$ cat src/assert_macros.svh
// ----------------------------------------------------------------------------
// assert_macros.svh
// Shared concurrent assertion shorthands; clk and rst_n come from the
// module that uses them
// ----------------------------------------------------------------------------
`ifndef ASSERT_MACROS_SVH
`define ASSERT_MACROS_SVH

// antecedent in this cycle implies consequent in the same cycle
`define RBB_ASSERT_IMPLY(lbl, ante, cons) \
  lbl: assert property (@(posedge clk) disable iff (!rst_n) (ante) |-> (cons)) \
    else $error("assertion failed: implication");

// condition holds at every clock edge outside reset
`define RBB_ASSERT_ALWAYS(lbl, cond) \
  lbl: assert property (@(posedge clk) disable iff (!rst_n) (cond)) \
    else $error("assertion failed: invariant");

`endif

$ cat src/rbb_pkg.sv
// ----------------------------------------------------------------------------
// rbb_pkg
// Widths, constants, arctangent table and pipeline payload types for the
// rotated box bounds unit
// ----------------------------------------------------------------------------
package rbb_pkg;

  // coordinate and angle formats
  localparam int COORD_WIDTH   = 32;
  localparam int ANGLE_WIDTH   = 16;
  localparam int CORDIC_STAGES = 16;

  // cordic datapath: Q2.30 vectors, angle in units of 2^-32 turn
  localparam int CORDIC_W    = 32;
  localparam int FRAC_BITS   = 30;
  localparam int UNIT_W      = FRAC_BITS + 1;
  localparam int ANGLE_SHIFT = CORDIC_W - ANGLE_WIDTH;
  localparam int ARC_IDX_W   = 5;

  // cycles from input transfer to result strobe
  localparam int LATENCY = CORDIC_STAGES + 5;

  localparam logic signed [CORDIC_W-1:0] GAIN_Q30 = 32'sd652032874;

  // arctangent of 2^-idx in units of 2^-32 turn
  function automatic logic [CORDIC_W-1:0] arc_angle(input logic [ARC_IDX_W-1:0] idx);
    logic [CORDIC_W-1:0] a;
    case (idx)
      5'd0:    a = 32'd536870912;
      5'd1:    a = 32'd316933406;
      5'd2:    a = 32'd167458907;
      5'd3:    a = 32'd85004756;
      5'd4:    a = 32'd42667331;
      5'd5:    a = 32'd21354465;
      5'd6:    a = 32'd10679838;
      5'd7:    a = 32'd5340245;
      5'd8:    a = 32'd2670163;
      5'd9:    a = 32'd1335087;
      5'd10:   a = 32'd667544;
      5'd11:   a = 32'd333772;
      5'd12:   a = 32'd166886;
      5'd13:   a = 32'd83443;
      5'd14:   a = 32'd41722;
      5'd15:   a = 32'd20861;
      5'd16:   a = 32'd10430;
      5'd17:   a = 32'd5215;
      5'd18:   a = 32'd2608;
      5'd19:   a = 32'd1304;
      5'd20:   a = 32'd652;
      5'd21:   a = 32'd326;
      5'd22:   a = 32'd163;
      5'd23:   a = 32'd81;
      default: a = '0;
    endcase
    return a;
  endfunction

  // rotation vector and residual angle carried through the cell chain
  typedef struct packed {
    logic signed [CORDIC_W-1:0] x;
    logic signed [CORDIC_W-1:0] y;
    logic signed [CORDIC_W-1:0] z;
  } rbb_rot_t;

  // box data riding alongside the rotation
  typedef struct packed {
    logic                          zero;
    logic                          swap;
    logic signed [COORD_WIDTH-1:0] ax;
    logic signed [COORD_WIDTH-1:0] ay;
    logic signed [COORD_WIDTH-1:0] bx;
    logic signed [COORD_WIDTH-1:0] by;
    logic        [COORD_WIDTH-1:0] dx;
    logic        [COORD_WIDTH-1:0] dy;
    logic signed [COORD_WIDTH:0]   sx;
    logic signed [COORD_WIDTH:0]   sy;
  } rbb_side_t;

endpackage

$ cat src/rbb_cordic_cell.sv
// ----------------------------------------------------------------------------
// rbb_cordic_cell
// One rotation-mode cordic iteration; passes the box data to the next cell
// ----------------------------------------------------------------------------
module rbb_cordic_cell (
  input  logic                          clk,
  input  logic                          rst_n,
  input  logic [rbb_pkg::ARC_IDX_W-1:0] stage_idx,
  input  logic                          in_valid,
  input  rbb_pkg::rbb_rot_t             rot_in,
  input  rbb_pkg::rbb_side_t            side_in,
  output logic                          out_valid,
  output rbb_pkg::rbb_rot_t             rot_out,
  output rbb_pkg::rbb_side_t            side_out
);

  logic signed [rbb_pkg::CORDIC_W-1:0] xs;
  logic signed [rbb_pkg::CORDIC_W-1:0] ys;
  logic signed [rbb_pkg::CORDIC_W-1:0] arc;
  rbb_pkg::rbb_rot_t                   rot_nxt;
  rbb_pkg::rbb_rot_t                   rot_r;
  rbb_pkg::rbb_side_t                  side_r;
  logic                                valid_r;

  // floor shifts of both vector parts
  assign xs  = rot_in.x >>> stage_idx;
  assign ys  = rot_in.y >>> stage_idx;
  assign arc = $signed(rbb_pkg::arc_angle(stage_idx));

  // rotate toward zero residual angle
  always_comb begin
    if (!rot_in.z[rbb_pkg::CORDIC_W-1]) begin
      rot_nxt.x = rot_in.x - ys;
      rot_nxt.y = rot_in.y + xs;
      rot_nxt.z = rot_in.z - arc;
    end else begin
      rot_nxt.x = rot_in.x + ys;
      rot_nxt.y = rot_in.y - xs;
      rot_nxt.z = rot_in.z + arc;
    end
  end

  // valid flag
  always_ff @(posedge clk) begin
    if (!rst_n) begin
      valid_r <= 1'b0;
    end else begin
      valid_r <= in_valid;
    end
  end

  // payload
  always_ff @(posedge clk) begin
    rot_r  <= rot_nxt;
    side_r <= side_in;
  end

  assign out_valid = valid_r;
  assign rot_out   = rot_r;
  assign side_out  = side_r;

endmodule

$ cat config.mk
export PLATFORM = sky130hd
export DESIGN_NAME = rbb_cordic_cell
export DESIGN_NICKNAME = d
export VERILOG_FILES = /design/src/assert_macros.svh /design/src/rbb_pkg.sv /design/src/rbb_cordic_cell.sv
export SDC_FILE = /design/constraint.sdc
export NUM_CORES = 1
export LEC_CHECK = 0
export ABC_AREA = 1
export BUFFER_PORTS_ARGS = -buffer_cell sky130_fd_sc_hd__buf_2
export CAP_MARGIN = 0
export CORE_AREA = 2 2 280 282
export DETAILED_ROUTE_END_ITERATION = 16
export DIE_AREA = 0 0 282 284
export SYNTH_ARGS = -nofsm -noshare
export SYNTH_HDL_FRONTEND = slang
export SYNTH_SLANG_ARGS = --single-unit
$ cat constraint.sdc
create_clock -name clk -period 4.92 [get_ports clk]
set_input_delay 0.492 -clock clk [delete_from_list [all_inputs] [get_ports clk]]
set_output_delay 0.492 -clock clk [all_outputs]
set_load 0.005 [all_outputs]
==> results_tabular.tex, run 1 <==
\begin{tabular}{lr}
\hline
Metric & Value \\
\hline
\multicolumn{2}{l}{\textbf{Outcome}} \\
\quad Result of the run & completed \\
\multicolumn{2}{l}{\textbf{Worst setup path}} \\
\quad Crit. End Element & flip-flop \\
\quad Kind of critical path & input port to flip-flop \\
\quad Critical Path Source Type & input port \\
\quad Critical path required time & 5410 ps \\
\quad Worst Path Max Fanout & 9 \\
\quad CP arrival & 4720 ps \\
\multicolumn{2}{l}{\textbf{Cells and area}} \\
\quad Area added between synthesis and finish & 46.7\% \\
\quad Register cell area after layout & 0.00715 mm2 \\
\quad Final layout net count & 4047 \\
\quad Fraction of final layout cells sized beyond drive strength 1 & 26.2\% \\
\quad Area of the multi-input gates & 0.0104 mm2 \\
\quad Fill cells & 8236 \\
\multicolumn{2}{l}{\textbf{Run}} \\
\quad Max\_cap viols & 0 \\
\multicolumn{2}{l}{\textbf{Clock network}} \\
\quad Clk root buf & clkbuf\_16 \\
\quad Number of buffers inserted for hold repair after clock tree synthesis & 217 \\
\quad Cells resized by post-CTS repair & 0 \\
\quad TritonCTS Sinks & 357 \\
\quad Number of clock buffers inserted by TritonCTS & 44 \\
\quad Buffer levels on the longest clock path & 3 \\
\quad Setup repair bufs after CTS & 0 \\
\quad CTS tree & yes \\
\quad Maximum level of the CTS H-tree & 2 \\
\quad Clock-pin slew of the registers on the worst-case setup and hold paths & 60 ps \\
\multicolumn{2}{l}{\textbf{Yosys}} \\
\quad Top cells by area in the synthesized netlist & dfxtp\_1 (38\%), nand2\_1 (16\%), nand3\_1 (8.8\%), ha\_1 (7.8\%), xor2\_1 (5.3\%) \\
\quad Sequential area share after synthesis & 37.9\% \\
\quad Library cell with the largest summed area after synthesis & dfxtp\_1 \\
\quad Number of distinct library cell variants in the gate-level netlist after synthesis & 50 \\
\quad Yosys warning count & 0 \\
\quad Synth Register Bits & 357 \\
\quad Fraction of registers with async set or reset after synthesis & 0\% \\
\quad Post-synthesis area per instance & 7.26 um2 \\
\quad Most instantiated flip-flop cell in the synthesis netlist & dfxtp\_1 \\
\quad Number of flops mapped to enable cells by yosys & 0 \\
\quad Synth Net Count & 3080 \\
\quad Top cells by count, synth & nand2\_1 (785), dfxtp\_1 (357), nand3\_1 (333) \\
\quad Top-area cell type share of the netlist area & 37.9\% \\
\quad Cells after synthesis & 2596 \\
\quad Most frequently used cell type in the post-synthesis netlist & nand2\_1 \\
\quad Cell Area, Synth & 0.0189 mm2 \\
\multicolumn{2}{l}{\textbf{Floorplanning}} \\
\quad Placement Rows & 102 \\
\quad Die W & 282 um \\
\quad Die boundary height & 284 um \\
\quad Core Footprint & 0.0770 mm2 \\
\quad Effective utilization at floorplan & 24.5\% \\
\quad Ports & 721 \\
\quad Floorplan die area & 0.0801 mm2 \\
\multicolumn{2}{l}{\textbf{Global route}} \\
\quad Global-route wire length before repair & 163000 um \\
\quad Pin count of the biggest net entering global routing & 57 \\
\quad Total routing resource utilization after global routing & 29.2\% \\
\quad Number of global-route vias before repair & 21400 \\
\quad Aggregate global routing overflow & 0 \\
\quad Antenna violations before repair & 23 \\
\multicolumn{2}{l}{\textbf{Pwr}} \\
\quad Cell leakage power & 0.0142 uW \\
\quad Net switching power figure & 3730 uW \\
\quad Power per cell area & 382 mW/mm2 \\
\quad P\_int & 6850 uW \\
\quad Fraction of power spent switching nets & 35.3\% \\
\quad Power after layout & 10600 uW \\
\quad Share of total power in sequential cells & 33.4\% \\
\quad Part of the total power dissipated in combinational logic & 32.2\% \\
\quad Clock group share of total power & 34.4\% \\
\quad VDD IR-drop max & 0.245 mV \\
\multicolumn{2}{l}{\textbf{STA}} \\
\quad Final Hold Vio Count & 0 \\
\quad Number of endpoints failing setup at the final stage & 0 \\
\quad Minimum clock period after layout & 4230 ps \\
\quad Fraction of the cycle the final worst path needs & 85.9\% \\
\quad Count of pins over their slew limit & 0 \\
\quad Slew margin rel. & 47.4\% \\
\quad Highest achievable clock rate & 237 MHz \\
\quad Slew of the pin with the lowest slew margin & 781 ps \\
\quad Hold slack final & 22.2 ps \\
\quad Setup repair after global routing missed its margin & no \\
\quad Total Negative Setup Slacks & 0 ps \\
\multicolumn{2}{l}{\textbf{Drt}} \\
\quad Number of antenna-violating nets in the routed design & 0 \\
\quad Post-detailed-route via-to-cell ratio & 4.67 \\
\quad DRC violations left & 0 \\
\quad Drt first pass iters & 6 \\
\quad Routed WL & 121000 um \\
\quad Via count of the routed design & 21700 \\
\quad Number of DRC markers after the initial detailed-route iteration & 1735 \\
\quad Final routed wire length divided by cell count & 26.1 um \\
\multicolumn{2}{l}{\textbf{Hold path}} \\
\quad Class of the most critical hold timing path & input port to flip-flop \\
\quad Source of the worst hold timing path & side\_in[240] \\
\quad Endpoint with the worst hold slack & side\_out[240] \\
\quad WHS Path Cells & 1 \\
\multicolumn{2}{l}{\textbf{Placed design}} \\
\quad Last weighted congestion value of the routability-driven placer & 0.968 \\
\quad \# port buffers & 720 \\
\quad Dpl hpwl & 103000 um \\
\hline
\end{tabular}
## stage by stage
step | setup WS [ps] | instances | area [um2] | util, %
after floorplan | 668 | 2596 | 18900 | -
after global placement | 210 | 4340 | 23900 | 31.0
after detailed placement | 182 | 4340 | 23900 | 31.0
after CTS | 811 | 4638 | 27700 | 35.9
after global routing | 366 | 4642 | 27700 | 35.9
final | 693 | 4645 | 27700 | 36.0
## critical path, stage by stage
cell	delay, ps
buf_2	220
inv_2	140
ha_1	370
nor2_1	170
nor2_1	110
o21ai_2	110
nand3_1	120
inv_2	80
ha_1	180
nand3_2	100
nor2_1	100
nand2_1	90
nor2_2	140
nand3_2	140
o21ai_4	280
xor2_1	130
ha_1	370
nand2_1	140
nor4_1	440
nand3_1	140
nand2_1	150
nand2_1	70
o211ai_1	120
nand2_1	80
nand2_1	80
inv_1	40
nand2_1	50
nand2_1	50
## power groups by stage
stage | clock [uW] | combinational, uW | sequential, uW
final | 3640 | 3410 | 3530
after global routing | 3810 | 3720 | 3560
after CTS | 3720 | 3390 | 3530
after detailed placement | 0 | 3210 | 3580
after global placement | 0 | 3240 | 3580
after floorplan | 0 | 1650 | 3600
## cell type report
class / instances / area share [%]
repair buffers: 998 / 22.9
clock buffers: 56 / 4.32
flip-flops and latches: 357 / 25.8
inverters: 225 / 3.07
diodes: 7 / 0.0633
clock inverters: 25 / 1.44
multi-input cells: 1937 / 37.6
well taps: 1040 / 4.70
## metal layers
layer,wire [um],vias to the layer above,GRT usage [%]
li1,-,10400,-
met1,49200,10100,35.3
met2,51300,1016,44.3
met3,15200,186,13.5
met4,5600,22,12.1
met5,138,-,0
## logic make-up after synthesis
kind of cell,after synthesis,share of synthesized area [%]
AND/OR/NAND/NOR,1380,31.3
flip-flops,357,37.9
buffers and inverters,302,6.89
AO/OA/AOI/OAI,281,8.57
XOR/XNOR,156,7.25
adder cells (fa/ha/maj),120,8.08
## registers in the layout, indices dropped and copies added (netlist names)
| name | cells |
|---|---|
| out_valid | 1 |
| side_out | 260 |
| rot_out | 96 |
## how the worst max path moves through the flow
stage                             from     endpoint  slack [ps]  cells after the start
after floorplan           stage_idx[0]  rot_out[29]         670                     27
after global placement    stage_idx[1]  rot_out[93]         210                     27
after detailed placement  stage_idx[1]  rot_out[31]         180                     28
after CTS                 stage_idx[1]  rot_out[31]         810                     28
after global routing      stage_idx[1]  rot_out[63]         370                     29
final                     stage_idx[1]  rot_out[31]         690                     28
## cell usage in the layout, fill, tap and decap left out, types with 8 or more instances in the layout
cell	Yosys	routed
nand2_1	785	785
buf_2	25	720
dfxtp_1	357	357
nand3_1	333	333
dlygate4sd3_1	0	217
inv_1	204	204
nor2_1	155	154
a21oi_1	127	127
ha_1	117	117
xor2_1	115	115
o21ai_0	82	82
buf_4	10	52
clkbuf_16	0	44
xnor2_1	41	41
nand2_2	22	22
nor3_1	22	22
nor2_2	20	21
inv_2	16	16
o211ai_1	15	15
nand4_1	15	15
a31oi_1	12	12
buf_12	1	9
nor4_1	8	8
a21o_1	8	8
bufinv_16	0	8
Note: power is estimated with default switching activity, not from simulation.
==> run 2, diff against run 1 <==
--- a/config.mk
+++ b/config.mk
@@ -11,6 +11,7 @@
 export CORE_AREA = 2 2 280 282
 export DETAILED_ROUTE_END_ITERATION = 16
 export DIE_AREA = 0 0 282 284
+export REMOVE_ABC_BUFFERS = 1
 export SYNTH_ARGS = -nofsm -noshare
 export SYNTH_HDL_FRONTEND = slang
 export SYNTH_SLANG_ARGS = --single-unit
==> results_tabular.tex, run 2 (synthesized netlist as in run 1, its figures left out) <==
\begin{tabular}{lr}
\hline
Metric & Value \\
\hline
\multicolumn{2}{l}{\textbf{Floorplanning}} \\
\quad Ports & 721 \\
\quad Floorplan die area & 0.0801 mm2 \\
\quad Effective utilization at floorplan & 24.5\% \\
\quad Placement Rows & 102 \\
\quad Core Footprint & 0.0770 mm2 \\
\quad Die boundary height & 284 um \\
\quad Die W & 282 um \\
\multicolumn{2}{l}{\textbf{Worst setup path}} \\
\quad CP arrival & 4710 ps \\
\quad Critical Path Source Type & input port \\
\quad Worst Path Max Fanout & 51 \\
\quad Kind of critical path & input port to flip-flop \\
\quad Critical path required time & 5350 ps \\
\quad Crit. End Element & flip-flop \\
\multicolumn{2}{l}{\textbf{Placed design}} \\
\quad Last weighted congestion value of the routability-driven placer & 1.01 \\
\quad Standard cell area after detailed placement & 0.0240 mm2 \\
\quad Worst slack, placed & 155 ps \\
\quad Dpl hpwl & 101000 um \\
\quad \# port buffers & 720 \\
\multicolumn{2}{l}{\textbf{Outcome}} \\
\quad Result of the run & completed \\
\multicolumn{2}{l}{\textbf{Clock network}} \\
\quad TritonCTS Sinks & 357 \\
\quad Clock-pin slew of the registers on the worst-case setup and hold paths & 60 ps \\
\quad Number of clock buffers inserted by TritonCTS & 41 \\
\quad Clk root buf & clkbuf\_16 \\
\quad Maximum level of the CTS H-tree & 2 \\
\quad CTS tree & yes \\
\quad Buffer levels on the longest clock path & 3 \\
\multicolumn{2}{l}{\textbf{Cells and area}} \\
\quad Area added between synthesis and finish & 34.9\% \\
\quad Largest register FFs & 260 \\
\quad Final layout net count & 3845 \\
\quad Fraction of final layout cells sized beyond drive strength 1 & 28.2\% \\
\quad Util after Layout & 33.0\% \\
\quad Summed area of non-filler cells in the final layout & 0.0254 mm2 \\
\quad Most frequent standard cell in the layout excluding fill and tap cells & nand2\_1 \\
\quad Top library cells by usage in the layout, fill and taps aside & nand2\_1 (785), buf\_2 (720), dfxtp\_1 (357), nand3\_1 (333), inv\_1 (204) \\
\multicolumn{2}{l}{\textbf{Drt}} \\
\quad Number of antenna-violating nets in the routed design & 0 \\
\quad Number of DRC markers after the initial detailed-route iteration & 1802 \\
\quad Via count of the routed design & 20900 \\
\quad Final routed wire length divided by cell count & 26.1 um \\
\quad DRC violations left & 0 \\
\quad Routed WL & 116000 um \\
\quad Drt first pass iters & 6 \\
\quad Post-detailed-route via-to-cell ratio & 4.70 \\
\multicolumn{2}{l}{\textbf{Pwr}} \\
\quad Cell leakage power & 0.0132 uW \\
\quad VDD IR-drop max & 0.198 mV \\
\quad Power after layout & 9910 uW \\
\quad Power per cell area & 390 mW/mm2 \\
\multicolumn{2}{l}{\textbf{Global route}} \\
\quad Aggregate global routing overflow & 0 \\
\quad Antenna violations before repair & 76 \\
\quad Total routing resource utilization after global routing & 28.0\% \\
\quad Global-route wire length before repair & 156000 um \\
\quad Number of global-route vias before repair & 19800 \\
\quad Pin count of the biggest net entering global routing & 55 \\
\multicolumn{2}{l}{\textbf{STA}} \\
\quad Count of pins over their slew limit & 0 \\
\quad Setup repair after global routing missed its margin & no \\
\quad Total Negative Setup Slacks & 0 ps \\
\quad Slew margin rel. & 65.0\% \\
\quad Minimum clock period after layout & 4290 ps \\
\quad Fraction of the cycle the final worst path needs & 87.2\% \\
\quad Slew of the pin with the lowest slew margin & 523 ps \\
\quad Number of endpoints failing setup at the final stage & 0 \\
\quad Final setup margin & 631 ps \\
\quad Highest achievable clock rate & 233 MHz \\
\quad Final Hold Vio Count & 0 \\
\multicolumn{2}{l}{\textbf{Hold path}} \\
\quad Class of the most critical hold timing path & input port to flip-flop \\
\multicolumn{2}{l}{\textbf{Run}} \\
\quad Max\_cap viols & 0 \\
\hline
\end{tabular}
run 2: final cells by class:
class                   count  area, um2
flip-flops and latches    357       7150
diodes                     23       57.6
fillers                  8486      51500
clock inverters            22        229
inverters                 225        850
clock buffers              51       1120
repair buffers            799       4310
well taps                1040       1300
multi-input cells        1937      10400
run 2: per-stage QoR:
step,hold WS (ps),instances
after detailed placement,596,4357
final,27.1,4454
after CTS,0.129,4431
after global routing,9.64,4444
after floorplan,520,2519
after global placement,595,4357
run 2: where the power goes:
group          total (uW)  switching, uW  internal (uW)
clock network        3110           1310           1800
registers            3520            168           3360
logic                3280           2030           1250
run 2: path summary, 6_finish.rpt:
path	startpoint	to	slack (ps)	cells past startpoint
max	stage_idx[1]	rot_out[60]	630	24
min	side_in[55]	side_out[55]	30	1
run 2: repair_timing:
item	4_1_cts	5_1_grt
hold buffers	1	0
gates resized for setup	0	0
buffers inserted	0	0
setup endpoints to repair	0	0
hold endpoints to repair	1	0
run 2: layer usage:
layer / vias to the layer above / global-route usage, % / wire length, um / share of wire, %
met2: 931 / 43.8 / 51400 / 44
met3: 231 / 10.6 / 12000 / 10
met4: 50 / 12.9 / 6040 / 5.2
li1: 9995 / - / - / -
met5: - / 0 / 310 / 0.27
met1: 9714 / 33.8 / 46600 / 40
run 2: worst max-delay path, cell delays in order:
cell and delay [ps]:
buf_2 240, buf_12 290, nand3_1 180, nand3_1 150, nand3_1 130, nand3_1 140, nand2_1 100, inv_1 100
ha_1 170, nand3_1 90, nor2_2 130, nand3_1 170, o21ai_2 280, nand2_1 100, xnor2_1 130, ha_1 350
nand2_1 120, nor4_1 440, nand3_1 150, nand3_1 180, nand2_1 70, o211ai_1 160, a31oi_1 150, xor2_1 160
